$ cat src/sv/mbr_pkg.sv
// Shared field widths, op codes and controller/datapath handshake types for the bit reader.
`default_nettype none
package mbr_pkg;

   localparam int OP_W      = 3;
   localparam int ADDR_W    = 12;
   localparam int DATA_W    = 8;
   localparam int COUNT_W   = 16;
   localparam int VALUE_W   = 64;
   localparam int OFFSET_W  = 13;

   localparam int BYTE_BITS  = 8;
   localparam int WORD_BYTES = 8;
   localparam int WORD_BITS  = 64;
   localparam int NBITS_W    = 7;   // holds a bit count of 0 to 64

   localparam logic [OP_W-1:0] OP_LOAD    = 3'd0;
   localparam logic [OP_W-1:0] OP_READ    = 3'd1;
   localparam logic [OP_W-1:0] OP_SKIP    = 3'd2;
   localparam logic [OP_W-1:0] OP_TAKE    = 3'd3;
   localparam logic [OP_W-1:0] OP_RESTART = 3'd4;

   typedef struct packed {
      logic accept;      // request beat taken this cycle
      logic fetch_next;  // address the following memory word
      logic cap_hi;      // hold the first memory word
      logic cap_win;     // hold the left-aligned 64-bit window
      logic commit;      // load the response register and advance the position
   } mbr_cmd_type;

   typedef struct packed {
      logic is_read;     // the offered request is a bit read
   } mbr_stat_type;

endpackage
`default_nettype wire

$ cat src/sv/mbr_ctrl.sv
// Controller state machine: request acceptance, read sequencing and response register valid.
`default_nettype none
module mbr_ctrl (
   input  wire logic                 clock,
   input  wire logic                 reset,
   input  wire logic                 req_valid,
   output logic                      req_ready,
   output logic                      rsp_valid,
   input  wire logic                 rsp_ready,
   input  wire mbr_pkg::mbr_stat_type stat,
   output mbr_pkg::mbr_cmd_type      cmd
);
   import mbr_pkg::*;

   typedef enum logic [3:0] {
      ST_IDLE  = 4'b0001,
      ST_FETCH = 4'b0010,
      ST_SHIFT = 4'b0100,
      ST_RESP  = 4'b1000
   } state_type;

   state_type state_ff, state_in;
   logic      rsp_valid_ff, rsp_valid_in;

   always_comb begin
      cmd       = '0;
      state_in  = state_ff;
      req_ready = 1'b0;
      case (state_ff)
         ST_IDLE: begin
            req_ready = 1'b1;
            if (req_valid) begin
               cmd.accept = 1'b1;
               state_in   = stat.is_read ? ST_FETCH : ST_RESP;
            end
         end
         ST_FETCH: begin
            cmd.cap_hi     = 1'b1;
            cmd.fetch_next = 1'b1;
            state_in       = ST_SHIFT;
         end
         ST_SHIFT: begin
            cmd.cap_win = 1'b1;
            state_in    = ST_RESP;
         end
         ST_RESP: begin
            // wait for the response register to drain
            if (!rsp_valid_ff || rsp_ready) begin
               cmd.commit = 1'b1;
               state_in   = ST_IDLE;
            end
         end
         default: begin
            state_in = ST_IDLE;
         end
      endcase
      rsp_valid_in = cmd.commit | (rsp_valid_ff & ~rsp_ready);
   end

   always_ff @(posedge clock) begin
      if (reset) begin
         state_ff     <= ST_IDLE;
         rsp_valid_ff <= 1'b0;
      end else begin
         state_ff     <= state_in;
         rsp_valid_ff <= rsp_valid_in;
      end
   end

   assign rsp_valid = rsp_valid_ff;
endmodule
`default_nettype wire

$ cat config.mk
export PLATFORM = sky130hd
export DESIGN_NAME = mbr_ctrl
export DESIGN_NICKNAME = d
export VERILOG_FILES = /design/src/sv/mbr_pkg.sv /design/src/sv/mbr_ctrl.sv
export SDC_FILE = /design/constraint.sdc
export NUM_CORES = 1
export LEC_CHECK = 0
export BUFFER_PORTS_ARGS = -buffer_cell sky130_fd_sc_hd__buf_2
export CAP_MARGIN = 20
export CORE_AREA = 2 2 39 41
export CTS_BUF_LIST = sky130_fd_sc_hd__clkbuf_8
export DETAILED_ROUTE_END_ITERATION = 16
export DIE_AREA = 0 0 41 43
export PLACE_DENSITY_LB_ADDON = 0.3
export SLEW_MARGIN = 30
export SYNTH_ARGS = -nofsm -noshare
export SYNTH_HDL_FRONTEND = slang
export SYNTH_SLANG_ARGS = --single-unit
$ cat constraint.sdc
create_clock -name clock -period 2.4 [get_ports clock]
set_input_delay 0.36 -clock clock [delete_from_list [all_inputs] [get_ports clock]]
set_output_delay 0.36 -clock clock [all_outputs]
set_load 0.005 [all_outputs]
==> impl_summary.txt <==
----------------------------------------------------
[Outcome]
  Status ... completed

[Synthesis]
  Average instance area after synthesis ... 10.64 um^2
  Number of distinct library cells after synthesis ... 16
  Synthesized netlist cell count ... 24
  Net count after synthesis ... 29
  Warnings, synthesis ... 0
  Mapped cell area ... 255.2 um^2
  Synthesized flop and latch total ... 5
  Sequential-to-total area share from yosys stat ... 0.3922

[Floorplanning]
  I/O pins ... 12
  Die ar. ... 0.001763 mm^2
  Die W ... 41 um
  Vertical die dimension ... 43 um
  Effective utilization at floorplan ... 0.1844
  Floorplan row count ... 14
  Core outline area ... 0.001384 mm^2

[Drt]
  Post-detailed-route count of antenna-violating nets ... 0
  First-pass iteration count of the detailed router ... 1
  Total wire length after detailed routing ... 486 um
  Average via count per standard cell ... 4.093
  DRC violations left ... 0
  Via Count ... 221
  Iteration-0 DRC Markers ... 0
  Average wire length per cell after detail routing ... 9.000 um

[Timing]
  Slew @ Worst Pin ... 351.2 ps
  Final worst hold slack ... 354.0 ps
  Top achievable clock speed ... 0.5786 GHz
  Relative slew slack ... 0.7653
  Clock skew ... 0.2845 ps
  Final critical-path share of the clock period ... 0.7202
  Total negative slack for setup checks ... 0 ps
  Slew Viols, Final ... 0
  Final Hold Violating Endpoints ... 0
  Setup repair after global routing missed its margin ... no
  Setup violations, final ... 0
  Time the worst path needs with I/O delays and setup ... 1728 ps

[Cells and area]
  Final Instance Count excl. Fillers ... 54
  Synthesis-to-layout area growth ... 44.12%
  Final-layout fill cell count ... 154
  Layout Cell Area excl Fill ... 367.9 um^2
  Antenna diode instance count ... 0
  Share of layout cells above drive strength 1 ... 0.4211
  # nets final ... 44

[GRT]
  Total global-route track usage ... 0.07422
  Number of global-route vias before repair ... 192
  Wire length of the first global-routing pass ... 814 um
  Antenna violations before repair ... 0
  Maximum number of pins on one net before global-route repair ... 6
  Overflow after GRT ... 0

[Pwr]
  Areal power density over the cells ... 758.2 mW/mm^2
  Worst vdd ir ... 279.5 uV
  Static Leak ... 0.0001699 uW

[CTS]
  Clock buffer count from CTS ... 3
  Root buffer selected by CTS ... clkbuf_8
  TritonCTS clock tree ... built
  Hold-fix buffers at CTS ... 0
  Clock transition at the registers of the reported paths ... 30 ps
  CTS sink count ... 5
  Number of instances resized during post-cts repair ... 0
  Clock H-tree levels ... 1
  Clock tree buffer depth ... 2
  Setup repair bufs after CTS ... 0
  Clock latency of the later-clocked register in the worst-skew pair ... 220 ps

[Worst setup path]
  Crit path launch type ... flip-flop
  Category of the most critical setup path ... reg2out
  Data arrival time of the worst path ... 1370 ps
  Top fanout value on the critical path ... 5
  Required time at the endpoint of the critical path ... 2040 ps
  Critical Path End Type ... primary output

[Place]
  DPL Wire Length ... 390.4 um
  RePlAce Congestion ... 0.5946
  Cell area reported after detailed placement ... 322.8 um^2
  Total placed cells including tap cells ... 50
  Port Buffer Count ... 11

[Hold path]
  Min-delay worst type ... in2reg

[Flow run]
  Max Cap Violations ... 0

----------------------------------------------------
[synthesized netlist by cell type]
cell type  count  share of area
a211oi_1       1          0.029
a21oi_1        2          0.039
and2_1         1          0.025
and3b_1        1          0.034
buf_4          1          0.029
dfxtp_1        5           0.39
inv_1          1          0.015
nand2b_1       2          0.049
nand4bb_1      1          0.044
nor2b_1        3          0.074
nor3_1         1          0.020
nor4b_2        1          0.059
nor4b_4        1          0.093
o21a_1         1          0.029
o31ai_1        1          0.029
or4b_1         1          0.039
[where the power goes]
part,switching (uW),internal (uW)
combinational,13.5,21.7
clock,37.4,109
sequential,7.83,89.2
[per-stage QoR]
stage / total power, uW / util / setup slack [ps]
2_1_floorplan: 119.8 / - / 1018
3_5_place_dp: 134.2 / 0.2333 / 900.8
6_report: 278.9 / 0.2658 / 671.6
5_1_grt: 299.8 / 0.2658 / 590.5
3_3_place_gp: 135.5 / 0.2333 / 920.0
4_1_cts: 286.3 / 0.2658 / 660.9
[final timing paths]
path              cells past startpoint         to        start  slack, ps
setup / recovery                      3     cmd[0]  state_ff[2]        670
hold / removal                        2  rsp_valid        reset        350
setup reg to reg                      2  rsp_valid  state_ff[2]       1260
hold reg to reg                       2  rsp_valid    rsp_valid        510
[registers in the layout, indices dropped and copies added, names as in the netlist]
register and flops:
rsp_valid 1, state_ff 4
[layout make-up]
cell class              instances  area, um^2  area share
clock buffers                   3       41.29      0.1122
clock inverters                 1       3.754     0.01020
inverters                       1       3.754     0.01020
multi-input cells              17       143.9      0.3912
flip-flops and latches          5       100.1      0.2721
well taps                      16       20.02     0.05442
repair buffers                 11       55.05      0.1497
[cell usage in the layout (no fill, tap or decap), drive strengths merged, types with 2 or more instances in the layout]
master	Yosys	final
nor2b	3	3
buf	1	11
nand2b	2	2
inv	1	2
clkbuf	0	3
dfxtp	5	5
a21oi	2	2
nor4b	2	2
[routing by layer]
metal  vias to the layer above  share of wire  GRT usage
met5                         -              0          0
met4                         0              0    0.08000
met3                         0           0.12    0.04712
met2                        10           0.36    0.06875
met1                        96           0.52    0.09936
li1                        115              -          -
[critical path: stages, from the launching register on]
cell and delay, ps:
dfxtp_1 360, or4b_1 560, nor2b_1 120, buf_2 110
[cells by family after synthesis]
group / Yosys count / share of synthesized area
AND/OR/NAND/NOR: 12 / 0.4362
flip-flops: 5 / 0.3922
AO/OA/AOI/OAI: 5 / 0.1275
buffers and inverters: 2 / 0.04411
No activity file was read; power rests on OpenSTA's default activity.
